--- src/rtl/core/bmpd_pkg.sv ---
// Package for the BMP pixel stream decoder.
// Holds the parser phase type, status codes, header byte positions and the result beat type.
// Depends on nothing.
package bmpd_pkg;

  typedef enum logic [1:0] {
    PH_HEADER,
    PH_PIXELS,
    PH_IDLE
  } phase_t;

  localparam logic [1:0] ST_PIXEL        = 2'd0;
  localparam logic [1:0] ST_BAD_SIG      = 2'd1;
  localparam logic [1:0] ST_SMALL_OFFSET = 2'd2;

  localparam logic [7:0] SIG_B      = 8'd66;
  localparam logic [7:0] SIG_M      = 8'd77;
  localparam logic [7:0] DEPTH_32   = 8'd32;
  localparam logic [7:0] MIN_OFFSET = 8'd29;
  localparam logic [7:0] COUNT_MAX  = 8'd255;

  localparam logic [7:0] IDX_SIG_B     = 8'd0;
  localparam logic [7:0] IDX_SIG_M     = 8'd1;
  localparam logic [7:0] IDX_OFFSET    = 8'd10;
  localparam logic [7:0] IDX_WIDTH_LO  = 8'd18;
  localparam logic [7:0] IDX_WIDTH_HI  = 8'd19;
  localparam logic [7:0] IDX_HEIGHT_LO = 8'd22;
  localparam logic [7:0] IDX_HEIGHT_HI = 8'd23;
  localparam logic [7:0] IDX_DEPTH     = 8'd28;

  localparam logic [1:0] BIP_BLUE  = 2'd0;
  localparam logic [1:0] BIP_GREEN = 2'd1;
  localparam logic [1:0] BIP_RED   = 2'd2;
  localparam logic [1:0] BIP_SKIP  = 2'd3;

  typedef struct packed {
    logic [7:0]  red;
    logic [7:0]  green;
    logic [7:0]  blue;
    logic [15:0] column;
    logic [15:0] row;
    logic        last_pixel;
    logic [1:0]  status;
  } pix_t;

endpackage

--- src/rtl/core/bmpd_in_reg.sv ---
// Input register of the BMP pixel stream decoder.
// Holds one byte beat until the parser consumes it; uses nothing from the package.
// Stall toward the source follows the result register's advance signal.
module bmpd_in_reg (
  input  logic       clk,
  input  logic       rst,
  input  logic       byte_valid,
  output logic       byte_stall,
  input  logic [7:0] data_byte,
  input  logic       file_start,
  input  logic       advance,
  output logic       held,
  output logic [7:0] held_byte,
  output logic       held_start
);

  assign byte_stall = held && !advance;

  always_ff @(posedge clk) begin
    if (rst) begin
      held <= 1'b0;
    end else if (!byte_stall) begin
      held <= byte_valid;
    end
  end

  always_ff @(posedge clk) begin
    if (!byte_stall && byte_valid) begin
      held_byte  <= data_byte;
      held_start <= file_start;
    end
  end

endmodule

--- src/rtl/core/bmpd_parse.sv ---
// Header parser and pixel assembler of the BMP pixel stream decoder.
// Keeps all parser state and forms at most one result beat per consumed byte.
// Depends on bmpd_pkg.
module bmpd_parse #(
  parameter int COORD_BITS = 16
) (
  input  logic          clk,
  input  logic          rst,
  input  logic          step,
  input  logic [7:0]    data_byte,
  input  logic          file_start,
  output logic          res_hit,
  output bmpd_pkg::pix_t res
);
  import bmpd_pkg::*;

  localparam int CW1 = COORD_BITS + 1;

  phase_t                phase, phase_cur, phase_next;
  logic [7:0]            byte_count, bc_cur, byte_count_next;
  logic [7:0]            data_offset, data_offset_next;
  logic [COORD_BITS-1:0] image_width, image_width_next;
  logic [COORD_BITS-1:0] image_height, image_height_next;
  logic                  four_byte_pixels, four_byte_pixels_next;
  logic [COORD_BITS-1:0] column_count, col_cur, column_count_next;
  logic [COORD_BITS-1:0] row_count, row_cur, row_count_next;
  logic [1:0]            byte_in_pixel, bip_cur, byte_in_pixel_next;
  logic [1:0]            pad_left, pad_cur, pad_left_next;
  logic [7:0]            held_blue, held_blue_next;
  logic [7:0]            held_green, held_green_next;

  logic [15:0]           width_wide;
  logic [15:0]           height_wide;
  logic                  col_end;
  logic                  row_end;
  logic [COORD_BITS-1:0] row_out;

  assign phase_cur = file_start ? PH_HEADER : phase;
  assign bc_cur    = file_start ? 8'd0 : byte_count;
  assign col_cur   = file_start ? '0 : column_count;
  assign row_cur   = file_start ? '0 : row_count;
  assign bip_cur   = file_start ? BIP_BLUE : byte_in_pixel;
  assign pad_cur   = file_start ? 2'd0 : pad_left;

  assign width_wide  = 16'(image_width);
  assign height_wide = 16'(image_height);
  assign col_end = ({1'b0, col_cur} + CW1'(1)) == {1'b0, image_width};
  assign row_end = ({1'b0, row_cur} + CW1'(1)) == {1'b0, image_height};
  assign row_out = image_height - COORD_BITS'(1) - row_cur;

  always_comb begin
    phase_next            = phase_cur;
    byte_count_next       = bc_cur;
    data_offset_next      = data_offset;
    image_width_next      = image_width;
    image_height_next     = image_height;
    four_byte_pixels_next = four_byte_pixels;
    column_count_next     = col_cur;
    row_count_next        = row_cur;
    byte_in_pixel_next    = bip_cur;
    pad_left_next         = pad_cur;
    held_blue_next        = held_blue;
    held_green_next       = held_green;
    res_hit               = 1'b0;
    res                   = '0;

    case (phase_cur)
      PH_PIXELS: begin
        if (pad_cur != 2'd0) begin
          pad_left_next = pad_cur - 2'd1;
        end else begin
          case (bip_cur)
            BIP_BLUE: begin
              held_blue_next     = data_byte;
              byte_in_pixel_next = BIP_GREEN;
            end
            BIP_GREEN: begin
              held_green_next    = data_byte;
              byte_in_pixel_next = BIP_RED;
            end
            BIP_RED: begin
              res_hit        = 1'b1;
              res.red        = data_byte;
              res.green      = held_green;
              res.blue       = held_blue;
              res.column     = 16'(col_cur);
              res.row        = 16'(row_out);
              res.last_pixel = col_end && row_end;
              res.status     = ST_PIXEL;
              if (col_end && row_end) begin
                phase_next = PH_IDLE;
              end else if (four_byte_pixels) begin
                byte_in_pixel_next = BIP_SKIP;
              end else begin
                byte_in_pixel_next = BIP_BLUE;
                if (col_end) begin
                  column_count_next = '0;
                  row_count_next    = row_cur + COORD_BITS'(1);
                  pad_left_next     = image_width[1:0];
                end else begin
                  column_count_next = col_cur + COORD_BITS'(1);
                end
              end
            end
            default: begin
              byte_in_pixel_next = BIP_BLUE;
              if (col_end) begin
                column_count_next = '0;
                row_count_next    = row_cur + COORD_BITS'(1);
                pad_left_next     = 2'd0;
              end else begin
                column_count_next = col_cur + COORD_BITS'(1);
              end
            end
          endcase
        end
      end
      PH_HEADER: begin
        case (bc_cur)
          IDX_SIG_B: begin
            if (data_byte != SIG_B) begin
              phase_next = PH_IDLE;
              res_hit    = 1'b1;
              res.status = ST_BAD_SIG;
            end
          end
          IDX_SIG_M: begin
            if (data_byte != SIG_M) begin
              phase_next = PH_IDLE;
              res_hit    = 1'b1;
              res.status = ST_BAD_SIG;
            end
          end
          IDX_OFFSET: begin
            data_offset_next = data_byte;
            if (data_byte < MIN_OFFSET) begin
              phase_next = PH_IDLE;
              res_hit    = 1'b1;
              res.status = ST_SMALL_OFFSET;
            end
          end
          IDX_WIDTH_LO:  image_width_next  = COORD_BITS'({8'd0, data_byte});
          IDX_WIDTH_HI:  image_width_next  = COORD_BITS'({data_byte, width_wide[7:0]});
          IDX_HEIGHT_LO: image_height_next = COORD_BITS'({8'd0, data_byte});
          IDX_HEIGHT_HI: image_height_next = COORD_BITS'({data_byte, height_wide[7:0]});
          IDX_DEPTH:     four_byte_pixels_next = (data_byte == DEPTH_32);
          default: begin
          end
        endcase

        if (!res_hit) begin
          if (bc_cur >= MIN_OFFSET && bc_cur == data_offset) begin
            column_count_next = '0;
            row_count_next    = '0;
            pad_left_next     = 2'd0;
            if (image_width == '0 || image_height == '0) begin
              phase_next         = PH_IDLE;
              byte_in_pixel_next = BIP_BLUE;
            end else begin
              phase_next         = PH_PIXELS;
              held_blue_next     = data_byte;
              byte_in_pixel_next = BIP_GREEN;
            end
          end else if (bc_cur < COUNT_MAX) begin
            byte_count_next = bc_cur + 8'd1;
          end
        end
      end
      default: begin
      end
    endcase
  end

  always_ff @(posedge clk) begin
    if (rst) begin
      phase         <= PH_HEADER;
      byte_count    <= 8'd0;
      column_count  <= '0;
      row_count     <= '0;
      byte_in_pixel <= BIP_BLUE;
      pad_left      <= 2'd0;
    end else if (step) begin
      phase         <= phase_next;
      byte_count    <= byte_count_next;
      column_count  <= column_count_next;
      row_count     <= row_count_next;
      byte_in_pixel <= byte_in_pixel_next;
      pad_left      <= pad_left_next;
    end
  end

  always_ff @(posedge clk) begin
    if (step) begin
      data_offset      <= data_offset_next;
      image_width      <= image_width_next;
      image_height     <= image_height_next;
      four_byte_pixels <= four_byte_pixels_next;
      held_blue        <= held_blue_next;
      held_green       <= held_green_next;
    end
  end

endmodule

--- src/rtl/core/bmpd_out_reg.sv ---
// Result register of the BMP pixel stream decoder.
// Holds one result beat until the sink takes it and tells the parser when it may advance.
// Depends on bmpd_pkg.
module bmpd_out_reg (
  input  logic           clk,
  input  logic           rst,
  input  logic           step,
  input  logic           res_hit,
  input  bmpd_pkg::pix_t res,
  output logic           advance,
  output logic           pix_valid,
  input  logic           pix_stall,
  output bmpd_pkg::pix_t beat
);
  import bmpd_pkg::*;

  assign advance = !pix_valid || !pix_stall;

  always_ff @(posedge clk) begin
    if (rst) begin
      pix_valid <= 1'b0;
    end else if (advance) begin
      pix_valid <= step && res_hit;
    end
  end

  always_ff @(posedge clk) begin
    if (advance && step && res_hit) begin
      beat <= res;
    end
  end

endmodule

--- src/rtl/core/bmp_pixel_stream_decoder.sv ---
// BMP pixel stream decoder: takes a BMP file one byte per beat and gives one pixel beat per
// pixel, or a single error beat for a bad signature or a pixel offset below 29. One byte is
// taken every cycle while the result side keeps up; a byte's result passes from the input register
// through the parser logic into the result register. A stall on the result side reaches the
// byte side in the same cycle once both registers are full. Width and height are kept in
// COORD_BITS bits.
module bmp_pixel_stream_decoder #(
  parameter int COORD_BITS = 16
) (
  input  logic        clk,
  input  logic        rst,
  input  logic        byte_valid,
  output logic        byte_stall,
  input  logic [7:0]  data_byte,
  input  logic        file_start,
  output logic        pix_valid,
  input  logic        pix_stall,
  output logic [7:0]  red,
  output logic [7:0]  green,
  output logic [7:0]  blue,
  output logic [15:0] column,
  output logic [15:0] row,
  output logic        last_pixel,
  output logic [1:0]  status
);
  import bmpd_pkg::*;

  logic       advance;
  logic       held;
  logic [7:0] held_byte;
  logic       held_start;
  logic       step;
  logic       res_hit;
  pix_t       res;
  pix_t       beat;

  assign step = held && advance;

  bmpd_in_reg u_in_reg (
    .clk        (clk),
    .rst        (rst),
    .byte_valid (byte_valid),
    .byte_stall (byte_stall),
    .data_byte  (data_byte),
    .file_start (file_start),
    .advance    (advance),
    .held       (held),
    .held_byte  (held_byte),
    .held_start (held_start)
  );

  bmpd_parse #(
    .COORD_BITS (COORD_BITS)
  ) u_parse (
    .clk        (clk),
    .rst        (rst),
    .step       (step),
    .data_byte  (held_byte),
    .file_start (held_start),
    .res_hit    (res_hit),
    .res        (res)
  );

  bmpd_out_reg u_out_reg (
    .clk       (clk),
    .rst       (rst),
    .step      (step),
    .res_hit   (res_hit),
    .res       (res),
    .advance   (advance),
    .pix_valid (pix_valid),
    .pix_stall (pix_stall),
    .beat      (beat)
  );

  assign red        = beat.red;
  assign green      = beat.green;
  assign blue       = beat.blue;
  assign column     = beat.column;
  assign row        = beat.row;
  assign last_pixel = beat.last_pixel;
  assign status     = beat.status;

`ifndef SYNTHESIS
  a_stall_only_when_full: assert property (@(posedge clk) disable iff (rst)
    byte_stall |-> (held && pix_valid && pix_stall))
    else $error("byte side stalled while the result register could take a beat");

  a_error_beat_zero: assert property (@(posedge clk) disable iff (rst)
    (pix_valid && status != ST_PIXEL) |->
      (red == 8'd0 && green == 8'd0 && blue == 8'd0 && column == 16'd0 &&
       row == 16'd0 && !last_pixel))
    else $error("error beat carries pixel data");

  a_last_is_pixel: assert property (@(posedge clk) disable iff (rst)
    (pix_valid && last_pixel) |-> (status == ST_PIXEL))
    else $error("last pixel flag on an error beat");

  a_result_loaded: assert property (@(posedge clk) disable iff (rst)
    (step && res_hit) |=> pix_valid)
    else $error("result beat lost on its way to the result register");
`endif

endmodule
--- config.mk ---
export PLATFORM = sky130hd
export DESIGN_NAME = bmp_pixel_stream_decoder
export DESIGN_NICKNAME = d
export VERILOG_FILES = /design/src/rtl/core/bmpd_pkg.sv /design/src/rtl/core/bmpd_in_reg.sv /design/src/rtl/core/bmpd_parse.sv /design/src/rtl/core/bmpd_out_reg.sv /design/src/rtl/core/bmp_pixel_stream_decoder.sv
export SDC_FILE = /design/constraint.sdc
export NUM_CORES = 1
export LEC_CHECK = 0
export BUFFER_PORTS_ARGS = -buffer_cell sky130_fd_sc_hd__buf_4
export CORE_ASPECT_RATIO = 1.5
export CORE_MARGIN = 2
export CORE_UTILIZATION = 30
export DETAILED_ROUTE_END_ITERATION = 16
export HOLD_SLACK_MARGIN = 0.02
export RECOVER_POWER = 50
export SYNTH_ARGS = -nofsm -noshare
export SYNTH_HDL_FRONTEND = slang
export SYNTH_HIERARCHICAL = 1
export SYNTH_SLANG_ARGS = --single-unit
--- constraint.sdc ---
create_clock -name clk -period 15.9 [get_ports clk]
set_input_delay 2.385 -clock clk [delete_from_list [all_inputs] [get_ports clk]]
set_output_delay 2.385 -clock clk [all_outputs]
set_load 0.1 [all_outputs]
==> reports/summary.txt, run 1 <==
worst-margin pin slew: 1.84 ns
first-pass GRT wire length: 50000 um
Final #Nets: 1172
DR DRC count: 0
post-synthesis mux area share: 0.0128
Synth Register Bits: 173
Top Metal Used: met4
CP max FO: 59
Worst EP required: 15.97 ns
Syn Nets: 1125
DR WL/cell: 20.6 um
Tot Pwr: 0.00100 W
met3 wire length: 1270 um
leak pwr: 3.81 nW
Clock Skews: 0.0173 ns
DRT Pass-1 Iters: 6
Pint: 0.000718 W
Routed met1 length: 12700 um
Psw: 0.000286 W
worst setup path startpoint: u_in_reg/held_start$_DFFE_PP_
pwr/cell area: 85.3 nW/um2
RePlAce Congestion: 0.917
Yosys top cell by area: edfxtp_1
crit path cell chain: clkbuf_1 > inv_1 > clkbuf_1 > nand2_1 > nor2_1 > nand3_1 > nor2_2 > clkbuf_1 > or3_1 > nand2_1 > a21oi_4 > buf_4
Primary FF master, synth: edfxtp_1
CTS hold repair buffers: 0
top-area cell type share of the netlist area: 0.359
fill count: 3542
Initial Util: 0.305
Arr. time, crit path: 6.43 ns
Sequential Power Share: 0.498
status: finished with violations
CTS Sinks: 173
Max Slew Vio Count: 71
xor and xnor area share after synthesis: 0.0522
Worst setup EP type: flop
met2 WL: 16800 um
Clock Path Buffers: 2
CTS clk-pin slew, worst paths: 0.07 ns
Final Hold Violating Endpoints: 0
cell repeated most along the worst path: clkbuf_1
Synth area leaders: edfxtp_1, dfxtp_1, nor2_1
mapped cell area: 10500 um2
Multi-input gate area: 5400 um2
Fmax: 157 MHz
TNS Setup: 0 ns
Ys Warns: 6
# rows: 83
Synth Area in Adders: 0.0269
Area Overhead vs Synth: 12.5%
Die Area: 36400 um2
Relative slew margins: -0.224
RSZ-0062 raised after global routing: false
post-DP HPWL: 23800 um
hold crit path type: reg -> reg
Critical Path Sink: u_out_reg/beat[30]$_DFFE_PP_
CTS tree: yes
vias per inst: 5.59
commonest cells in the netlist: edfxtp_1, nor2_1, nand2_1
# diodes: 0
WS Path Type: reg -> reg
Crit-path slowest cell: clkbuf_1
largest family of logic cells by synthesized area: simple AND/OR/NAND/NOR gates
total vias in the final route: 8812
# Post-CTS Setup Buffers: 0
Simple-Gate Fraction of Synth Area: 0.260
Ports: 74
Comb power frac: 0.085
clock power share: 0.417
Setup WS post-layout: 9.55 ns
Die W: 157 um
DRT iter0 DRCs: 696
Tcrit/Tclk final: 0.400
GRT Total Usage: 0.181
final period demand of the worst path: 6.35 ns
reg2reg end: u_out_reg/beat[30]$_DFFE_PP_
sequential cell area fraction in the yosys report: 0.450
final wirelength: 32500 um
largest net degree at the start of global routing: 60
most common cell in the synthesized netlist: edfxtp_1
Worst Setup Start Kind: flop
pre-CTS setup slack: 10.49 ns
Post-synth EDFFs: 125
# setup viols final: 0
slowest stage delay, CP: 1.12 ns
Synth cell types: 97
FF-to-FF setup slack: 9.55 ns
maximum VDD drop: 0.0805 mV
port buffer count: 73
Compound-Gate Fraction of Synth Area: 0.163
Die H: 233 um
post-cts resize count: 0
Crit Reg-Reg Startpoint: u_in_reg/held_start$_DFFE_PP_
switching portion of total power: 0.285
CTS Buf Count: 17
htree depth: 4
CTS root buffer: clkbuf_16
async set or reset register ratio after synthesis: 0
violated checks: capacitance limit, slew limit
FF-to-FF path depth: 12
vias in the first global route: 8663
Max Cap Viol: 2
Register Area: 4710 um2
clk_lat worst skew: 0.45 ns
grt total ovfl: 0
antenna violations before repair: 0
share of post-route cells with drive strength above 1: 0.0904
Routed Antenna Nets: 0
Mapped Avg Cell Area: 9.59 um2
Syn Inst Count: 1091
core area: 34300 um2
## power groups by stage
stage	Clock, W	Sequential (W)	Combinational [W]
floorplan	0	0.000551	0.0000238
global placement	0	0.000511	0.0000899
detailed placement	0	0.000511	0.0000902
CTS	0.000430	0.000500	0.0000904
global route	0.000446	0.000501	0.0000892
finish	0.000419	0.000500	0.0000854
## flip-flops by register name, indices dropped and copies added, names as in the netlist
register / flops
u_parse/column_count: 16
u_parse/data_offset: 8
u_parse/image_width: 16
u_parse/four_byte_pixels: 1
u_parse/pad_left: 2
u_parse/byte_in_pixel: 2
u_in_reg/held_byte: 8
u_in_reg/held_start: 1
u_parse/held_blue: 8
u_parse/phase: 2
u_out_reg/beat: 59
u_parse/byte_count: 8
u_parse/row_count: 16
u_parse/held_green: 8
u_parse/height_wide: 16
u_in_reg/held: 1
u_out_reg/pix_valid: 1
## worst max-delay path: cells and delay by family, from the launching register on
kind            cells  cell delay, ns
simple gates        6            2.07
compound gates      1            0.20
buf+inv             5            3.22
flops               1            0.36
## per-layer routing
layer | vias to the layer above | GRT usage
li1 | 4147 | -
met1 | 4265 | 0.205
met2 | 306 | 0.323
met3 | 94 | 0.0237
met4 | 0 | 0.106
met5 | - | 0
## cell families after synthesis
group                    count (synthesis)
AND/OR/NAND/NOR                        495
AO/OA/AOI/OAI                          240
flip-flops                             173
buffers and inverters                   88
XOR/XNOR                                60
adder cells (fa/ha/maj)                 22
multiplexers                            13
## cell type report
type | count | share of cell area
clock inverter | 14 | 0.0119
timing repair buffer | 85 | 0.0364
multi-input combinational | 830 | 0.459
inverter | 31 | 0.0101
sequential | 173 | 0.401
clock buffer | 18 | 0.0373
tap | 425 | 0.0452
## per-stage QoR
stage / cell area [um2] / instances / hold slack [ns] / util
floorplan: 10500 / 1091 / 0.450 / -
global placement: 11400 / 1544 / 0.464 / 0.333
detailed placement: 11400 / 1544 / 0.476 / 0.333
CTS: 12000 / 1576 / 0.487 / 0.350
global route: 11800 / 1576 / 0.536 / 0.343
finish: 11800 / 1576 / 0.485 / 0.343
## worst min-delay path by stage
stage / startpoint / end / cells after the start
floorplan: u_parse/pad_left[1]$_SDFFE_PP0P_ / u_parse/pad_left[1]$_SDFFE_PP0P_ / 2
global placement: u_parse/pad_left[1]$_SDFFE_PP0P_ / u_parse/pad_left[1]$_SDFFE_PP0P_ / 2
detailed placement: u_parse/pad_left[1]$_SDFFE_PP0P_ / u_parse/pad_left[1]$_SDFFE_PP0P_ / 2
CTS: u_parse/pad_left[1]$_SDFFE_PP0P_ / u_parse/pad_left[1]$_SDFFE_PP0P_ / 2
global route: u_parse/pad_left[1]$_SDFFE_PP0P_ / u_parse/pad_left[1]$_SDFFE_PP0P_ / 2
finish: u_parse/pad_left[1]$_SDFFE_PP0P_ / u_parse/pad_left[1]$_SDFFE_PP0P_ / 2
## layout by cell type, fill, tap and decap left out, types with 11 or more instances in the layout
| cell type | Yosys | layout |
|---|---|---|
| inv_1 | 29 | 29 |
| xnor2_1 | 34 | 34 |
| nor2_1 | 114 | 113 |
| a21oi_1 | 51 | 50 |
| o21ai_0 | 44 | 44 |
| nand3_1 | 34 | 34 |
| nor2b_1 | 37 | 38 |
| dfxtp_1 | 48 | 48 |
| nor3_1 | 25 | 25 |
| buf_4 | 1 | 21 |
| edfxtp_1 | 125 | 125 |
| and2_1 | 56 | 25 |
| ha_1 | 20 | 20 |
| nor4_1 | 27 | 26 |
| clkbuf_1 | 41 | 56 |
| xor2_1 | 24 | 24 |
| nand4_1 | 18 | 18 |
| nand2b_1 | 24 | 24 |
| a31oi_1 | 22 | 22 |
| clkbuf_16 | 0 | 17 |
| and2_0 | 0 | 31 |
| nand2_1 | 82 | 83 |
| and3_1 | 11 | 11 |
Power figures use the tool's default switching activity.
==> run 2, diff against run 1 <==
clock period = 5.5 ns   (was 15.9 ns; I/O delays follow)
==> run 2 against run 1 <==
Net effect:
- the run still ends with capacitance limit, slew limit left
- routed wire length grew 3.0%
- via count grew 0.92%
- cell count grew 0.63%
- register-to-register slack lost 8.6 ns
- non-clock buffer count grew 10
- sequential cell count is the same
- clock skew shrank 0.0064 ns
- core utilization grew 0.18 points
- cell area grew 0.52%
- first-iteration DRC count grew 16%
- sequential power grew to 2.9 times the previous value
- critical path depth grew 4
==> reports/summary.txt, run 2 (synthesized netlist as in run 1, its figures left out) <==
status: finished with violations (unchanged)
Die Area: 36400 um2 (unchanged)
Final Hold Violating Endpoints: 0 (unchanged)
CTS Buf Count: 17 (unchanged)
Biggest register: u_out_reg/beat (unchanged)
RSZ-0062 raised after global routing: false (unchanged)
CP max FO: 58 (was 59)
GRT Total Usage: 0.184 (was 0.181)
Max Slew Vio Count: 36 (was 71)
Relative slew margins: -0.186 (was -0.224)
Tot Pwr: 0.00290 W (was 0.00100 W)
antenna violations before repair: 0 (unchanged)
max reg flops: 59 (unchanged)
vias per inst: 5.61 (was 5.59)
port buffer count: 73 (unchanged)
CTS root buffer: clkbuf_16 (unchanged)
total vias in the final route: 8893 (was 8812)
TNS Setup: 0 ns (unchanged)
final period demand of the worst path: 4.53 ns (was 6.35 ns)
Die H: 233 um (unchanged)
Max Cap Viol: 2 (unchanged)
clk_lat worst skew: 0.46 ns (was 0.45 ns)
DRT iter0 DRCs: 805 (was 696)
Tcrit/Tclk final: 0.824 (was 0.400)
Final #Nets: 1182 (was 1172)
hold crit path type: reg -> reg (unchanged)
Die W: 157 um (unchanged)
core area: 34300 um2 (unchanged)
final wirelength: 33500 um (was 32500 um)
CTS tree: yes (unchanged)
leak pwr: 3.86 nW (was 3.81 nW)
pwr/cell area: 245 nW/um2 (was 85.3 nW/um2)
Area Overhead vs Synth: 13.0% (was 12.5%)
vias in the first global route: 8718 (was 8663)
DR WL/cell: 21.1 um (was 20.6 um)
Fmax: 221 MHz (was 157 MHz)
largest net degree at the start of global routing: 59 (was 60)
Initial Util: 0.305 (unchanged)
leading cell type in the layout, fill and taps excluded: edfxtp_1 (unchanged)
maximum VDD drop: 0.229 mV (was 0.0805 mV)
Setup WS post-layout: 0.968 ns (was 9.55 ns)
CTS Sinks: 173 (unchanged)
grt total ovfl: 0 (unchanged)
RePlAce Congestion: 0.940 (was 0.917)
CTS clk-pin slew, worst paths: 0.08 ns (was 0.07 ns)
Clock Path Buffers: 2 (unchanged)
Ports: 74 (unchanged)
# diodes: 0 (unchanged)
CTS hold repair buffers: 0 (unchanged)
commonest non-fill, non-tap cells in the layout: edfxtp_1, nor2_1, nand2_1, clkbuf_1 (was edfxtp_1, nor2_1, nand2_1, clkbuf_1, a21oi_1)
share of post-route cells with drive strength above 1: 0.0904 (about the same)
Clock Skews: 0.0109 ns (was 0.0173 ns)
DR DRC count: 0 (unchanged)
WS Path Type: reg -> reg (unchanged)
first-pass GRT wire length: 50400 um (was 50000 um)
htree depth: 4 (unchanged)
worst-margin pin slew: 1.78 ns (was 1.84 ns)
DRT Pass-1 Iters: 7 (was 6)
Worst setup EP type: flop (unchanged)
pre-CTS setup slack: 1.06 ns (was 10.49 ns)
fill count: 3549 (was 3542)
# setup viols final: 0 (unchanged)
violated checks: capacitance limit, slew limit (unchanged)
# Post-CTS Setup Buffers: 0 (unchanged)
post-cts resize count: 0 (unchanged)
post-DP HPWL: 24600 um (was 23800 um)
Worst EP required: 5.88 ns (was 15.97 ns)
# rows: 83 (unchanged)
Arr. time, crit path: 4.91 ns (was 6.43 ns)
Routed Antenna Nets: 0 (unchanged)
Worst Setup Start Kind: flop (unchanged)
[run 2: final timing paths]
check / cells after the start / slack, ns / endpoint / from
worst min-delay path: 2 / 0.50 / u_parse/pad_left[1]$_SDFFE_PP0P_ / u_parse/pad_left[1]$_SDFFE_PP0P_
worst min register to register: 2 / 0.50 / u_parse/pad_left[1]$_SDFFE_PP0P_ / u_parse/pad_left[1]$_SDFFE_PP0P_
worst max-delay path: 16 / 0.97 / u_parse/column_count[2]$_SDFFE_PP0P_ / u_in_reg/held_start$_DFFE_PP_
worst max register to register: 16 / 0.97 / u_parse/column_count[2]$_SDFFE_PP0P_ / u_in_reg/held_start$_DFFE_PP_
[run 2: power by group]
group          total, W  internal [W]  switching (W)
Combinational  0.000253     0.0000397       0.000214
Sequential      0.00145       0.00142      0.0000273
Clock           0.00120      0.000617       0.000582
[run 2: area by class of cell]
cell class | instances | area (um2) | share of cell area
multi-input combinational | 830 | 5400 | 0.456
tap | 425 | 532 | 0.0449
inverter | 31 | 119 | 0.0100
clock buffer | 18 | 439 | 0.0371
timing repair buffer | 95 | 482 | 0.0407
clock inverter | 14 | 148 | 0.0125
sequential | 173 | 4710 | 0.398
[run 2: critical path, cell delays in order (launching register included)]
cell	delay, ns
edfxtp_1	0.42
buf_12	0.22
inv_1	0.10
nand2_1	0.07
inv_1	0.10
ha_1	0.28
nand3_1	0.40
or4_1	0.76
nor4_1	0.40
o31ai_4	0.15
nor2_1	0.11
nor4b_1	0.57
a211oi_2	0.15
buf_4	0.23
nand2_1	0.18
a221oi_1	0.12
nor3b_1	0.20
[run 2: metrics by stage]
stage | util | cells | hold WS, ns | instance area, um2
after global placement | 0.336 | 1554 | 0.464 | 11500
after detailed placement | 0.336 | 1554 | 0.493 | 11500
after CTS | 0.353 | 1586 | 0.506 | 12100
after floorplan | - | 1091 | 0.450 | 10500
after global routing | 0.345 | 1586 | 0.529 | 11800
final | 0.345 | 1586 | 0.504 | 11800
[run 2: routing by layer]
layer,global-route usage,up-vias,share of wire
li1,-,4158,-
met1,0.200,4287,0.38
met2,0.336,358,0.52
met3,0.0255,90,0.049
met4,0.105,0,0.052
met5,0,-,0
==> run 3, diff against run 2 <==
clock period = 4.5 ns   (was 5.5 ns; I/O delays follow)
==> run 3 against run 2 <==
Net effect:
- the run still ends with capacitance limit, slew limit left
- sequential power up 22%
- register-to-register slack worse by 0.65 ns
- core utilization up 0.40 points
- worst setup slack worse by 0.65 ns
- critical path type unchanged
- critical endpoint unchanged
==> reports/summary.txt, run 3 (synthesized netlist as in run 1, its figures left out) <==
Clock Skews: 0.0125 ns (was 0.0109 ns)
commonest non-fill, non-tap cells in the layout: edfxtp_1, nor2_1, nand2_1, clkbuf_1, a21oi_1 (was edfxtp_1, nor2_1, nand2_1, clkbuf_1)
Max Slew Vio Count: 36 (unchanged)
final wirelength: 33800 um (was 33500 um)
max reg flops: 59 (unchanged)
# setup viols final: 0 (unchanged)
largest net degree at the start of global routing: 60 (was 59)
hold_ws: 0.422 ns (was 0.504 ns)
fill count: 3544 (was 3549)
CTS Buf Count: 17 (unchanged)
leading cell type in the layout, fill and taps excluded: edfxtp_1 (unchanged)
CTS clk-pin slew, worst paths: 0.07 ns (was 0.08 ns)
CTS hold repair buffers: 0 (unchanged)
hold depth: 1 (was 2)
pwr/cell area: 295 nW/um2 (was 245 nW/um2)
htree depth: 4 (unchanged)
port buffer count: 73 (unchanged)
Die Area: 36400 um2 (unchanged)
worst path bufs/invs: 1 (was 4)
Final Hold Violating Endpoints: 0 (unchanged)
worst-margin pin slew: 1.93 ns (was 1.78 ns)
Clock Path Buffers: 2 (unchanged)
GRT Total Usage: 0.187 (was 0.184)
DRT Pass-1 Iters: 7 (unchanged)
maximum VDD drop: 0.272 mV (was 0.229 mV)
clk_lat worst skew: 0.45 ns (was 0.46 ns)
Worst path depth: 13 (was 16)
cell family with most CP delay: simple AND/OR/NAND/NOR gates (unchanged)
FF-to-FF path depth: 13 (was 16)
DRT iter0 DRCs: 829 (was 805)
DR WL/cell: 21.1 um (about the same)
Routed Antenna Nets: 0 (unchanged)
hold crit path type: in -> reg (was reg -> reg)
# rows: 83 (unchanged)
final period demand of the worst path: 4.18 ns (was 4.53 ns)
core area: 34300 um2 (unchanged)
vias in the first global route: 8978 (was 8718)
WS Path Type: reg -> reg (unchanged)
Initial Util: 0.305 (unchanged)
DR DRC count: 0 (unchanged)
Relative slew margins: -0.288 (was -0.186)
antenna violations before repair: 0 (unchanged)
RePlAce Congestion: 0.932 (was 0.940)
Worst Setup Start Kind: flop (unchanged)
first-pass GRT wire length: 51600 um (was 50400 um)
post-cts resize count: 0 (unchanged)
slowest stage delay, CP: 0.78 ns (was 0.76 ns)
CTS Sinks: 173 (unchanged)
violated checks: capacitance limit, slew limit (unchanged)
share of post-route cells with drive strength above 1: 0.0999 (was 0.0904)
# diodes: 0 (unchanged)
# Post-CTS Setup Buffers: 0 (unchanged)
RSZ-0062 raised after global routing: false (unchanged)
Biggest register: u_out_reg/beat (unchanged)
total vias in the final route: 9036 (was 8893)
Final #Nets: 1202 (was 1182)
CP max FO: 47 (was 58)
Fmax: 239 MHz (was 221 MHz)
Crit-path slowest cell: a211oi_2 (was or4_1)
TNS Setup: 0 ns (unchanged)
leak pwr: 3.94 nW (was 3.86 nW)
Ports: 74 (unchanged)
Tcrit/Tclk final: 0.930 (was 0.824)
grt total ovfl: 0 (unchanged)
vias per inst: 5.63 (was 5.61)
Max Cap Viol: 1 (was 2)
CTS root buffer: clkbuf_16 (unchanged)
status: finished with violations (unchanged)
Area Overhead vs Synth: 14.3% (was 13.0%)
Die H: 233 um (unchanged)
Worst setup EP type: flop (unchanged)
Arr. time, crit path: 4.52 ns (was 4.91 ns)
Die W: 157 um (unchanged)
CTS tree: yes (unchanged)
post-DP HPWL: 24900 um (was 24600 um)
crit path cell chain: buf_12 > nor2b_1 > ha_1 > nand3_1 > or4_1 > maj3_2 > o31ai_4 > nor2_1 > nor4b_2 > a211oi_2 > nand2_1 > a221oi_1 > nor3b_1 (was buf_12 > inv_1 > nand2_1 > inv_1 > ha_1 > nand3_1 > or4_1 > nor4_1 > o31ai_4 > nor2_1 > nor4b_1 > a211oi_2 > buf_4 > nand2_1 > a221oi_1 > nor3b_1)
Worst EP required: 4.83 ns (was 5.88 ns)
==> run 3: area by class of cell <==
cell class | instances | area, um2 | area share
Multi-Input combinational cell | 830 | 5400 | 0.451
Sequential cell | 173 | 4710 | 0.394
Timing Repair Buffer | 115 | 629 | 0.0526
Tap cell | 425 | 532 | 0.0444
Clock buffer | 19 | 433 | 0.0362
Clock inverter | 13 | 145 | 0.0121
Inverter | 31 | 119 | 0.00993
==> run 3: where the power goes <==
| part | internal, W | switching (W) |
|---|---|---|
| clock | 0.000743 | 0.000711 |
| sequential | 0.00173 | 0.0000346 |
| combinational | 0.0000502 | 0.000261 |
| total | 0.00253 | 0.00101 |
==> run 3: path summary, 6_finish.rpt <==
path	start	to	slack, ns
hold / removal	data_byte[3]	u_in_reg/held_byte[3]$_DFFE_PP_	0.42
setup / recovery	u_in_reg/held_start$_DFFE_PP_	u_parse/column_count[2]$_SDFFE_PP0P_	0.32
hold reg to reg	u_parse/pad_left[1]$_SDFFE_PP0P_	u_parse/pad_left[1]$_SDFFE_PP0P_	0.49
setup reg to reg	u_in_reg/held_start$_DFFE_PP_	u_parse/column_count[2]$_SDFFE_PP0P_	0.32
==> run 3: per-stage QoR <==
stage | util | total power (W) | setup WS (ns) | area (um2) | cells
after detailed placement | 0.340 | 0.00214 | 0.376 | 11700 | 1574
after global placement | 0.340 | 0.00214 | 0.462 | 11700 | 1574
after floorplan | - | 0.00203 | 0.00405 | 10500 | 1091
final | 0.349 | 0.00353 | 0.315 | 12000 | 1606
after global routing | 0.349 | 0.00364 | 0.00891 | 12000 | 1606
after CTS | 0.357 | 0.00360 | 0.372 | 12200 | 1606
==> run 3: routing by layer <==
layer  share of wire  GRT usage  vias to the layer above
met5               0          0                        -
met4           0.059      0.114                        0
met3           0.047     0.0283                      109
met2            0.51      0.338                      344
met1            0.38      0.206                     4384
li1                -          -                     4199
